**src/ctl_pkg.sv**
```systemverilog
`timescale 1ns / 1ps
// ----------------------------------------------------------------------------
// ctl_pkg: shared types and constants of the connection timeout list
// Command and status codes, register indexes, the sequencer states and the
// result request that travels from the sequencer to the output stage.
// ----------------------------------------------------------------------------
package ctl_pkg;

  // Width of a stored expiry time in seconds.
  localparam int unsigned EXP_W = 34;
  // Width of the current time field.
  localparam int unsigned NOW_W = 32;
  // Width of the period count times slot length product.
  localparam int unsigned PROD_W = 24;

  // Configuration port.
  localparam int unsigned CFG_AW = 2;
  localparam int unsigned CFG_DW = 16;
  localparam logic [CFG_AW-1:0] CFG_TIMESLOT = 2'd0;
  localparam logic [CFG_AW-1:0] CFG_PERIODS  = 2'd1;
  localparam logic [15:0] TIMESLOT_RST = 16'd5;
  localparam logic [7:0]  PERIODS_RST  = 8'd3;

  typedef enum logic [1:0] {
    CMD_ADD     = 2'd0,
    CMD_REFRESH = 2'd1,
    CMD_REMOVE  = 2'd2,
    CMD_TICK    = 2'd3
  } cmd_e;

  typedef enum logic [2:0] {
    STS_DONE      = 3'd0,
    STS_NOT_FOUND = 3'd1,
    STS_FULL      = 3'd2,
    STS_EXPIRED   = 3'd3,
    STS_NONE      = 3'd4
  } status_e;

  typedef enum logic [3:0] {
    ST_IDLE,
    ST_MUL,
    ST_ADD,
    ST_FIND,
    ST_SHD,
    ST_INS,
    ST_TK_RD,
    ST_TK_CK,
    ST_TK_END,
    ST_RESP
  } state_e;

  // Result request from the sequencer to the output stage.
  typedef struct packed {
    logic    valid;
    status_e status;
    logic    last;
  } push_t;

endpackage

```
**src/ctl_mem.sv**
```systemverilog
`timescale 1ns / 1ps
// ----------------------------------------------------------------------------
// ctl_mem: entry store of the timeout list
// Simple dual-port memory with one write port and one registered read port.
// ----------------------------------------------------------------------------
module ctl_mem #(
  parameter int unsigned DEPTH = 64,
  parameter int unsigned WIDTH = 44,
  parameter int unsigned AW    = 6
) (
  input  logic             clk_i,
  input  logic             we_i,
  input  logic [AW-1:0]    waddr_i,
  input  logic [WIDTH-1:0] wdata_i,
  input  logic             re_i,
  input  logic [AW-1:0]    raddr_i,
  output logic [WIDTH-1:0] rdata_o
);

  logic [WIDTH-1:0] mem_q [DEPTH];
  logic [WIDTH-1:0] rdata_q;

  // Write and registered read; read data holds while no read is issued.
  always_ff @(posedge clk_i) begin
    if (we_i) begin
      mem_q[waddr_i] <= wdata_i;
    end
    if (re_i) begin
      rdata_q <= mem_q[raddr_i];
    end
  end

  assign rdata_o = rdata_q;

endmodule

```
**src/ctl_out.sv**
```systemverilog
`timescale 1ns / 1ps
// ----------------------------------------------------------------------------
// ctl_out: result output register
// Holds one result until the receiver takes it, so the sequencer can go on
// while a finished result waits.
// ----------------------------------------------------------------------------
module ctl_out #(
  parameter int unsigned ID_BITS = 10
) (
  input  logic               clk_i,
  input  logic               rst_ni,
  input  ctl_pkg::push_t     push_i,
  input  logic [ID_BITS-1:0] push_id_i,
  output logic               free_o,
  output logic               out_valid_o,
  input  logic               out_stall_i,
  output logic [2:0]         status_o,
  output logic [ID_BITS-1:0] expired_id_o,
  output logic               last_o
);

  import ctl_pkg::*;

  logic               valid_q, valid_d;
  status_e            status_q;
  logic [ID_BITS-1:0] id_q;
  logic               last_q;

  // The register can take a new result when empty or being drained.
  assign free_o = !valid_q || !out_stall_i;

  always_comb begin
    valid_d = valid_q;
    if (push_i.valid) begin
      valid_d = 1'b1;
    end else if (valid_q && !out_stall_i) begin
      valid_d = 1'b0;
    end
  end

  always_ff @(posedge clk_i or negedge rst_ni) begin
    if (!rst_ni) begin
      valid_q <= 1'b0;
    end else begin
      valid_q <= valid_d;
    end
  end

  // Payload loads only on a new result.
  always_ff @(posedge clk_i) begin
    if (push_i.valid) begin
      status_q <= push_i.status;
      id_q     <= push_id_i;
      last_q   <= push_i.last;
    end
  end

  assign out_valid_o  = valid_q;
  assign status_o     = status_q;
  assign expired_id_o = id_q;
  assign last_o       = last_q;

endmodule

```
**src/ctl_seq.sv**
```systemverilog
`timescale 1ns / 1ps
// ----------------------------------------------------------------------------
// ctl_seq: command sequencer of the timeout list
// Walks the entry store, one entry per cycle in its streaming passes, to find,
// insert, remove and expire entries, and computes expiry times.
// ----------------------------------------------------------------------------
module ctl_seq #(
  parameter int unsigned TABLE_DEPTH = 64,
  parameter int unsigned ID_BITS     = 10,
  parameter int unsigned IDX_W       = 6,
  parameter int unsigned CNT_W       = 7
) (
  input  logic                                 clk_i,
  input  logic                                 rst_ni,
  input  logic                                 in_valid_i,
  output logic                                 idle_o,
  input  ctl_pkg::cmd_e                        cmd_i,
  input  logic [ID_BITS-1:0]                   conn_id_i,
  input  logic [ctl_pkg::NOW_W-1:0]            now_seconds_i,
  input  logic [15:0]                          timeslot_i,
  input  logic [7:0]                           periods_i,
  output logic                                 mem_re_o,
  output logic [IDX_W-1:0]                     mem_raddr_o,
  output logic                                 mem_we_o,
  output logic [IDX_W-1:0]                     mem_waddr_o,
  output logic [ctl_pkg::EXP_W+ID_BITS-1:0]    mem_wdata_o,
  input  logic [ctl_pkg::EXP_W+ID_BITS-1:0]    mem_rdata_i,
  input  logic                                 out_free_i,
  output ctl_pkg::push_t                       push_o,
  output logic [ID_BITS-1:0]                   push_id_o,
  output logic [CNT_W-1:0]                     count_o
);

  import ctl_pkg::*;

  localparam logic [CNT_W-1:0] DEPTH_C = CNT_W'(TABLE_DEPTH);

  state_e             state_q, state_d;
  cmd_e               cmd_q, cmd_d;
  logic [ID_BITS-1:0] id_q, id_d;
  logic [NOW_W-1:0]   now_q, now_d;
  logic [PROD_W-1:0]  prod_q, prod_d;
  logic [EXP_W-1:0]   key_q, key_d;
  logic [CNT_W-1:0]   count_q, count_d;
  logic [IDX_W-1:0]   rd_q, rd_d;
  logic [CNT_W-1:0]   rleft_q, rleft_d;
  logic               dv_q, dv_d;
  logic [IDX_W-1:0]   di_q, di_d;
  logic [CNT_W-1:0]   gap_q, gap_d;
  logic [CNT_W-1:0]   k_q, k_d;
  logic               pend_q, pend_d;
  logic [ID_BITS-1:0] pend_id_q, pend_id_d;
  status_e            status_q, status_d;

  logic [EXP_W-1:0]   rd_exp;
  logic [ID_BITS-1:0] rd_id;
  logic               cmp_le;
  logic               issue;

  // Fields of the entry just read, and the shared expiry comparator.
  assign rd_exp = mem_rdata_i[EXP_W+ID_BITS-1:ID_BITS];
  assign rd_id  = mem_rdata_i[ID_BITS-1:0];
  assign cmp_le = (rd_exp <= key_q);

  // The streaming passes read one entry per cycle while reads remain.
  assign issue = (state_q == ST_FIND || state_q == ST_SHD || state_q == ST_INS) &&
                 (rleft_q != '0);

  always_comb begin
    state_d     = state_q;
    cmd_d       = cmd_q;
    id_d        = id_q;
    now_d       = now_q;
    prod_d      = prod_q;
    key_d       = key_q;
    count_d     = count_q;
    rd_d        = rd_q;
    rleft_d     = rleft_q;
    dv_d        = 1'b0;
    di_d        = di_q;
    gap_d       = gap_q;
    k_d         = k_q;
    pend_d      = pend_q;
    pend_id_d   = pend_id_q;
    status_d    = status_q;
    mem_re_o    = 1'b0;
    mem_raddr_o = rd_q;
    mem_we_o    = 1'b0;
    mem_waddr_o = '0;
    mem_wdata_o = mem_rdata_i;
    push_o      = '{valid: 1'b0, status: STS_DONE, last: 1'b1};
    push_id_o   = '0;

    // Stream reads: ascending for find and shift down, descending for insert.
    if (issue) begin
      mem_re_o = 1'b1;
      rleft_d  = rleft_q - CNT_W'(1);
      dv_d     = 1'b1;
      di_d     = rd_q;
      rd_d     = (state_q == ST_INS) ? rd_q - IDX_W'(1) : rd_q + IDX_W'(1);
    end

    case (state_q)
      ST_IDLE: begin
        if (in_valid_i) begin
          cmd_d = cmd_i;
          id_d  = conn_id_i;
          now_d = now_seconds_i;
          case (cmd_i)
            CMD_ADD: begin
              if (count_q == DEPTH_C) begin
                status_d = STS_FULL;
                state_d  = ST_RESP;
              end else begin
                state_d = ST_MUL;
              end
            end
            CMD_REFRESH, CMD_REMOVE: begin
              rd_d    = '0;
              rleft_d = count_q;
              state_d = ST_FIND;
            end
            default: begin
              key_d   = EXP_W'(now_seconds_i);
              k_d     = '0;
              pend_d  = 1'b0;
              state_d = ST_TK_RD;
            end
          endcase
        end
      end

      // Timeout length in seconds, registered before the add.
      ST_MUL: begin
        prod_d  = PROD_W'(periods_i) * PROD_W'(timeslot_i);
        state_d = ST_ADD;
      end

      // New expiry; set up the insert pass from the tail.
      ST_ADD: begin
        key_d   = EXP_W'(now_q) + EXP_W'(prod_q);
        rd_d    = count_q[IDX_W-1:0] - IDX_W'(1);
        rleft_d = count_q;
        state_d = ST_INS;
      end

      // Search for the first entry that carries the id.
      ST_FIND: begin
        if (dv_q && rd_id == id_q) begin
          gap_d   = CNT_W'(1);
          rd_d    = di_q + IDX_W'(1);
          rleft_d = count_q - CNT_W'(di_q) - CNT_W'(1);
          dv_d    = 1'b0;
          state_d = ST_SHD;
        end else if (!dv_q && rleft_q == '0) begin
          status_d = STS_NOT_FOUND;
          state_d  = ST_RESP;
        end
      end

      // Close a gap: every entry behind it moves down by the gap size.
      ST_SHD: begin
        if (dv_q) begin
          mem_we_o    = 1'b1;
          mem_waddr_o = di_q - gap_q[IDX_W-1:0];
        end else if (rleft_q == '0) begin
          count_d = count_q - gap_q;
          case (cmd_q)
            CMD_REFRESH: state_d = ST_MUL;
            CMD_REMOVE: begin
              status_d = STS_DONE;
              state_d  = ST_RESP;
            end
            default: state_d = ST_IDLE;
          endcase
        end
      end

      // Insertion from the tail: later entries move up until one is not later.
      ST_INS: begin
        if (dv_q) begin
          mem_we_o    = 1'b1;
          mem_waddr_o = di_q + IDX_W'(1);
          if (cmp_le) begin
            mem_wdata_o = {key_q, id_q};
            count_d     = count_q + CNT_W'(1);
            status_d    = STS_DONE;
            dv_d        = 1'b0;
            state_d     = ST_RESP;
          end
        end else if (rleft_q == '0) begin
          mem_we_o    = 1'b1;
          mem_waddr_o = '0;
          mem_wdata_o = {key_q, id_q};
          count_d     = count_q + CNT_W'(1);
          status_d    = STS_DONE;
          state_d     = ST_RESP;
        end
      end

      // Tick: read the next entry from the front.
      ST_TK_RD: begin
        if (k_q < count_q) begin
          mem_re_o    = 1'b1;
          mem_raddr_o = k_q[IDX_W-1:0];
          state_d     = ST_TK_CK;
        end else begin
          state_d = ST_TK_END;
        end
      end

      // An expired entry is held back until it is known whether it is the last.
      ST_TK_CK: begin
        if (cmp_le) begin
          if (!pend_q || out_free_i) begin
            if (pend_q) begin
              push_o    = '{valid: 1'b1, status: STS_EXPIRED, last: 1'b0};
              push_id_o = pend_id_q;
            end
            pend_d    = 1'b1;
            pend_id_d = rd_id;
            k_d       = k_q + CNT_W'(1);
            state_d   = ST_TK_RD;
          end
        end else begin
          state_d = ST_TK_END;
        end
      end

      // Final tick result, then drop the expired entries from the front.
      ST_TK_END: begin
        if (out_free_i) begin
          if (pend_q) begin
            push_o    = '{valid: 1'b1, status: STS_EXPIRED, last: 1'b1};
            push_id_o = pend_id_q;
          end else begin
            push_o = '{valid: 1'b1, status: STS_NONE, last: 1'b1};
          end
          if (k_q != '0) begin
            gap_d   = k_q;
            rd_d    = k_q[IDX_W-1:0];
            rleft_d = count_q - k_q;
            state_d = ST_SHD;
          end else begin
            state_d = ST_IDLE;
          end
        end
      end

      // Single result of add, refresh and remove.
      ST_RESP: begin
        if (out_free_i) begin
          push_o  = '{valid: 1'b1, status: status_q, last: 1'b1};
          state_d = ST_IDLE;
        end
      end

      default: state_d = ST_IDLE;
    endcase
  end

  // Control state.
  always_ff @(posedge clk_i or negedge rst_ni) begin
    if (!rst_ni) begin
      state_q <= ST_IDLE;
      count_q <= '0;
      rleft_q <= '0;
      dv_q    <= 1'b0;
      pend_q  <= 1'b0;
    end else begin
      state_q <= state_d;
      count_q <= count_d;
      rleft_q <= rleft_d;
      dv_q    <= dv_d;
      pend_q  <= pend_d;
    end
  end

  // Working registers of the current request.
  always_ff @(posedge clk_i) begin
    cmd_q     <= cmd_d;
    id_q      <= id_d;
    now_q     <= now_d;
    prod_q    <= prod_d;
    key_q     <= key_d;
    rd_q      <= rd_d;
    di_q      <= di_d;
    gap_q     <= gap_d;
    k_q       <= k_d;
    pend_id_q <= pend_id_d;
    status_q  <= status_d;
  end

  assign idle_o  = (state_q == ST_IDLE);
  assign count_o = count_q;

endmodule

```
**src/connection_timeout_list_top.sv**
```systemverilog
`timescale 1ns / 1ps
// ----------------------------------------------------------------------------
// connection_timeout_list_top: ordered list of connection timers
// Keeps connection ids sorted by expiry time and expires them on tick.
// ----------------------------------------------------------------------------
// One request is processed at a time; in_stall_o stays high until it is done.
// Requests walk the entry memory through its single registered read port, so
// the time grows with the entry count N. The find, shift and insert passes
// read one entry per cycle. A remove does a find pass and, when the id is
// found, a shift pass. An add does an insert pass, or none when the table is
// full. A refresh does a find pass and, when the id is found, a shift pass
// and an insert pass. A tick reads and checks entries from the front one by
// one up to the first that has not expired, then closes any gap at the front
// with a shift pass. A stalled receiver can lengthen a request. A waiting
// result sits in the output register and holds up the sequencer only when a
// further result is ready. Configuration writes are taken only between
// requests and go ahead of a waiting request. There is no clearing pass after
// reset.
// ----------------------------------------------------------------------------
module connection_timeout_list_top #(
  parameter int unsigned TABLE_DEPTH = 64,
  parameter int unsigned ID_BITS     = 10
) (
  input  logic                        clk_i,
  input  logic                        rst_ni,
  input  logic                        in_valid_i,
  output logic                        in_stall_o,
  input  logic [1:0]                  cmd_i,
  input  logic [ID_BITS-1:0]          conn_id_i,
  input  logic [ctl_pkg::NOW_W-1:0]   now_seconds_i,
  output logic                        out_valid_o,
  input  logic                        out_stall_i,
  output logic [2:0]                  status_o,
  output logic [ID_BITS-1:0]          expired_id_o,
  output logic                        last_o,
  input  logic                        cfg_valid_i,
  output logic                        cfg_ready_o,
  input  logic [ctl_pkg::CFG_AW-1:0]  cfg_addr_i,
  input  logic [ctl_pkg::CFG_DW-1:0]  cfg_data_i
);

  import ctl_pkg::*;

  localparam int unsigned IDX_W  = (TABLE_DEPTH > 1) ? $clog2(TABLE_DEPTH) : 1;
  localparam int unsigned CNT_W  = $clog2(TABLE_DEPTH + 1);
  localparam int unsigned WORD_W = EXP_W + ID_BITS;

  logic [15:0]        timeslot_q;
  logic [7:0]         periods_q;
  logic               idle;
  logic               mem_re, mem_we;
  logic [IDX_W-1:0]   mem_raddr, mem_waddr;
  logic [WORD_W-1:0]  mem_wdata, mem_rdata;
  logic               out_free;
  push_t              push;
  logic [ID_BITS-1:0] push_id;
  logic [CNT_W-1:0]   count;

  // Configuration registers, written between requests.
  assign cfg_ready_o = idle;

  always_ff @(posedge clk_i or negedge rst_ni) begin
    if (!rst_ni) begin
      timeslot_q <= TIMESLOT_RST;
      periods_q  <= PERIODS_RST;
    end else if (cfg_valid_i && cfg_ready_o) begin
      if (cfg_addr_i == CFG_TIMESLOT) begin
        timeslot_q <= cfg_data_i;
      end
      if (cfg_addr_i == CFG_PERIODS) begin
        periods_q <= cfg_data_i[7:0];
      end
    end
  end

  // A pending configuration write goes first, so a request never starts
  // in the same cycle as a register change.
  assign in_stall_o = !idle || cfg_valid_i;

  ctl_seq #(
    .TABLE_DEPTH (TABLE_DEPTH),
    .ID_BITS     (ID_BITS),
    .IDX_W       (IDX_W),
    .CNT_W       (CNT_W)
  ) u_seq (
    .clk_i         (clk_i),
    .rst_ni        (rst_ni),
    .in_valid_i    (in_valid_i && !cfg_valid_i),
    .idle_o        (idle),
    .cmd_i         (cmd_e'(cmd_i)),
    .conn_id_i     (conn_id_i),
    .now_seconds_i (now_seconds_i),
    .timeslot_i    (timeslot_q),
    .periods_i     (periods_q),
    .mem_re_o      (mem_re),
    .mem_raddr_o   (mem_raddr),
    .mem_we_o      (mem_we),
    .mem_waddr_o   (mem_waddr),
    .mem_wdata_o   (mem_wdata),
    .mem_rdata_i   (mem_rdata),
    .out_free_i    (out_free),
    .push_o        (push),
    .push_id_o     (push_id),
    .count_o       (count)
  );

  ctl_mem #(
    .DEPTH (TABLE_DEPTH),
    .WIDTH (WORD_W),
    .AW    (IDX_W)
  ) u_mem (
    .clk_i   (clk_i),
    .we_i    (mem_we),
    .waddr_i (mem_waddr),
    .wdata_i (mem_wdata),
    .re_i    (mem_re),
    .raddr_i (mem_raddr),
    .rdata_o (mem_rdata)
  );

  ctl_out #(
    .ID_BITS (ID_BITS)
  ) u_out (
    .clk_i        (clk_i),
    .rst_ni       (rst_ni),
    .push_i       (push),
    .push_id_i    (push_id),
    .free_o       (out_free),
    .out_valid_o  (out_valid_o),
    .out_stall_i  (out_stall_i),
    .status_o     (status_o),
    .expired_id_o (expired_id_o),
    .last_o       (last_o)
  );

  // The entry count never exceeds the table depth.
  assert property (@(posedge clk_i) disable iff (!rst_ni)
    count <= CNT_W'(TABLE_DEPTH))
    else $error("entry count above table depth");

  // An accepted request always keeps the sequencer busy in the next cycle.
  assert property (@(posedge clk_i) disable iff (!rst_ni)
    (in_valid_i && !in_stall_o) |=> in_stall_o)
    else $error("sequencer idle right after accepting a request");

  // With no request accepted, an idle sequencer leaves the table alone.
  assert property (@(posedge clk_i) disable iff (!rst_ni)
    (!in_stall_o && !in_valid_i) |=> $stable(count))
    else $error("entry count changed while idle");

  // A result is produced only while a request is in progress.
  assert property (@(posedge clk_i) disable iff (!rst_ni)
    push.valid |-> in_stall_o)
    else $error("result pushed while idle");

endmodule

```
**config.mk**
```make
export PLATFORM = sky130hd
export DESIGN_NAME = connection_timeout_list_top
export DESIGN_NICKNAME = d
export VERILOG_FILES = /design/src/ctl_pkg.sv /design/src/ctl_mem.sv /design/src/ctl_out.sv /design/src/ctl_seq.sv /design/src/connection_timeout_list_top.sv
export SDC_FILE = /design/constraint.sdc
export NUM_CORES = 2
export LEC_CHECK = 0
export BUFFER_PORTS_ARGS = -buffer_cell sky130_fd_sc_hd__buf_2
export CAP_MARGIN = 10
export CORE_ASPECT_RATIO = 0.6
export CORE_UTILIZATION = 50
export CTS_BUF_LIST = sky130_fd_sc_hd__clkbuf_8
export CTS_CLUSTER_DIAMETER = 30
export CTS_CLUSTER_SIZE = 30
export DETAILED_ROUTE_END_ITERATION = 16
export HOLD_SLACK_MARGIN = 0.02
export PLACE_DENSITY = 0.65
export SYNTH_ARGS = -nofsm -noshare
export SYNTH_HDL_FRONTEND = slang
export SYNTH_SLANG_ARGS = --single-unit
export TNS_END_PERCENT = 20
```
**constraint.sdc**
```tcl
create_clock -name clk_i -period 9.4 [get_ports clk_i]
set_input_delay 0.47 -clock clk_i [delete_from_list [all_inputs] [get_ports clk_i]]
set_output_delay 0.47 -clock clk_i [all_outputs]
set_load 0.02 [all_outputs]
```
==> impl_metrics.tcl <==
set metrics [dict create \
    status "finished, final reports clean" \
    final_common_cell "edfxtp_1" \
    syn_to_final_growth_pct 11.7 \
    slowest_delay_ns 0.96 \
    gp_congestion 0.898 \
    first_pass_iters 6 \
    grt_usage_pct 32.2 \
    drt-wirelength-per-cell_um 33.3 \
    clk_latency_ns 1.06 \
    nNetsFinal 9123 \
    antenna_found_initial 19 \
    startpoint_type "flip-flop" \
    grt_max_degree 113 \
    final-setup-viol-count 0 \
    rsz0062_at_grt "no" \
    synth_edf_count 3007 \
    maxCapViolCount 0 \
    ys_seq_area_share_pct 71.9 \
    antenna_left 0 \
    grt_pass1_vias 76200 \
    synth-warning-count 0 \
    cts_tree "yes" \
    dp_hpwl_um 228000 \
    critPathKind "reg2reg" \
    fin_area_sq_mm 0.142 \
    cp_max_fo 61 \
    syn-num-nets 8821 \
    dp_slack_ns 2.98 \
    drv_slew 0 \
    synth-seq-cells 3058 \
    fin_setup_tns_ns 0 \
    viasPerCell 6.52 \
    yosysTopAreaCellShare_pct 70.9 \
    cp_data_arrival_time_ns 7.31 \
    clock_sinks 3058 \
    period_share_pct 69.7 \
    core_area_sq_mm 0.253 \
    fin_cells 12600 \
    worst_slew_pin_slew_ns 1.33 \
    netlist_area_sq_mm 0.127 \
    overflow 0 \
    ys_types 80 \
    grt_pass1_wl_um 582000 \
    ios 84 \
    die_x_um 654 \
    drc_errors 0 \
    wirelength_um 419000 \
    fmax_mhz 153 \
    period_needed_ns 6.55 \
    crit_path_cell_trace "clkinv_1 -> ha_1 -> and3_1 -> a21oi_1 -> o31a_1 -> buf_4 -> mux2i_4 -> buf_12 -> buf_4 -> mux4_1 -> a2111oi_0 -> o32a_1 -> and3_1 -> a31oi_1" \
    synth_top_area_cell "edfxtp_1" \
    numCtsBuffers 404 \
    num_rows 143 \
    root_buffer "clkbuf_8" \
    die_h_um 393 \
    syn_avg_cell_area_sq_um 14.9 \
    htree_levels 5 \
    port_buffers 83 \
    setup_slack_ns 2.85 \
    end_kind "flip-flop" \
    hold_class "in2reg" \
    p_leak_nw 49.7 \
    hold_viol 0 \
    path_clk_slew_ns 0.09 \
    place_inst 11800 \
    skew_ns 0.0738 \
    ys.flop_type "edfxtp_1" \
    clockBufferDepth 4 \
    postSynth.asyncResetShare_pct 1.47 \
    placed_cell_area_sq_mm 0.132 \
    num_vias 82100 \
    synthTopCellsByArea "edfxtp_1 (71%), nand2_1 (4.2%), mux2i_1 (4.1%)" \
    drt-initial-drc-count 14200 \
    start_util_pct 50.3 \
    critPathRequiredTime_ns 10.15 \
    peakVddDrop_uv 502 \
    ctsResizeCount 0 \
    hold_ws_ns 0.0819 \
    power_density_mw_per_mm2 339 \
    syn_inst 8524 \
    post-route-util_pct 56.2 \
    finalPower_mw 48.3 \
    critPathSlowestCell "mux2i_4" \
    final_cell_mix "edfxtp_1 (3,007), nand2_1 (1,430), mux2i_1 (516)" \
    die-area_sq_mm 0.257 \
    max_slew_margin_pct 10.7 \
    layout-drive-gt1-share_pct 14.4 \
]
[synth_stat cells, types with 41 or more instances]
cell and instances:
a21oi_1 490, inv_1 169, mux2i_1 518, clkbuf_1 212, nor3_1 111, nand4_1 63
edfxtp_1 3007, xor2_1 43, buf_6 57, nand3_1 438, mux4_2 122, buf_2 90
dfrtp_1 41, a31oi_1 69, nor2_1 181, mux2_2 77, a311oi_1 47, ha_1 140
o21ai_0 104, o22ai_1 89, fa_1 90, and3_1 68, buf_1 82, and2_1 127
nand2_1 1434, o221ai_1 221, xnor2_1 65
[state kept, by name (all words and copies together) (netlist names)]
register / cells
u_mem.mem_q: 2816
u_mem.rdata_o: 44
u_seq.key_q: 33
u_seq.now_q: 32
u_seq.prod_q: 24
timeslot_q: 16
u_out.expired_id_o: 10
u_seq.id_q: 10
u_seq.pend_id_q: 10
periods_q: 8
u_seq.count_o: 7
u_seq.gap_q: 7
u_seq.k_q: 7
u_seq.rleft_q: 7
u_seq.di_q: 6
u_seq.rd_q: 6
u_seq.state_q: 4
u_out.status_o: 3
u_seq.cmd_q: 2
u_seq.status_q: 2
u_out.last_o: 1
u_out.out_valid_o: 1
u_seq.dv_q: 1
u_seq.pend_q: 1
[critical path: cells and delay by family, from the launching register on]
family          cells  cell delay, ns
mux                 2            1.62
fa+ha+maj           1            0.51
compound gates      5            1.27
flops               1            0.60
buf+inv             4            1.75
simple gates        2            0.36
[repair_timing]
action	4_1_cts	5_1_grt
hold buffers	64	0
endpoints found under the hold margin	139	0
buffers inserted	0	0
setup endpoints to repair	0	0
[routing by layer]
layer | GRT usage [%] | up-vias | wire length, um
met4 | 10.7 | 12 | 14400
met3 | 10.8 | 863 | 66900
met1 | 48.1 | 41400 | 167000
met5 | 0 | - | 80
met2 | 44.2 | 6644 | 171000
li1 | - | 33200 | -
[area by class of cell]
cell class | instances | area, sq um
Sequential cell | 3058 | 91500
Multi-Input combinational cell | 4813 | 33300
Tap cell | 3407 | 4260
Antenna cell | 12 | 30.0
Clock buffer | 413 | 5680
Clock inverter | 339 | 3640
Timing Repair Buffer | 379 | 3190
Inverter | 170 | 638
Fill cell | 19700 | 111000
[path summary, 6_finish.rpt]
path | startpoint | end | slack [ns] | depth (start not counted)
setup reg to reg | u_seq.k_q[2] | u_mem.rdata_o[9] | 2.85 | 14
setup / recovery | u_seq.k_q[2] | u_mem.rdata_o[9] | 2.85 | 14
max in group asynchronous | rst_ni | u_seq.rleft_q[5] | 8.72 | 3
hold reg to reg | u_seq.rd_q[5] | u_seq.di_q[5] | 0.53 | 0
min in group asynchronous | rst_ni | timeslot_q[14] | 0.09 | 3
hold / removal | cfg_addr_i[1] | timeslot_q[1] | 0.08 | 4
[where the power goes]
group / total (mW) / leakage, nW / internal, mW / switching [mW]
Combinational: 18.2 / 17.4 / 5.82 / 12.4
Sequential: 18.6 / 27.7 / 17.9 / 0.663
Clock: 11.5 / 4.64 / 5.66 / 5.83
[kinds of logic (layout without fill, tap and decap cells)]
logic type	Yosys count	in the layout	share of synthesized area [%]
flip-flops	3058	3058	71.9
other	0	12	0
AND/OR/NAND/NOR	2527	2527	8.75
multiplexers	723	723	7.02
adder cells (fa/ha/maj)	230	230	2.79
XOR/XNOR	108	108	0.743
AO/OA/AOI/OAI	1225	1225	6.26
buffers and inverters	653	1301	2.56
Power figures use the tool's default switching activity.
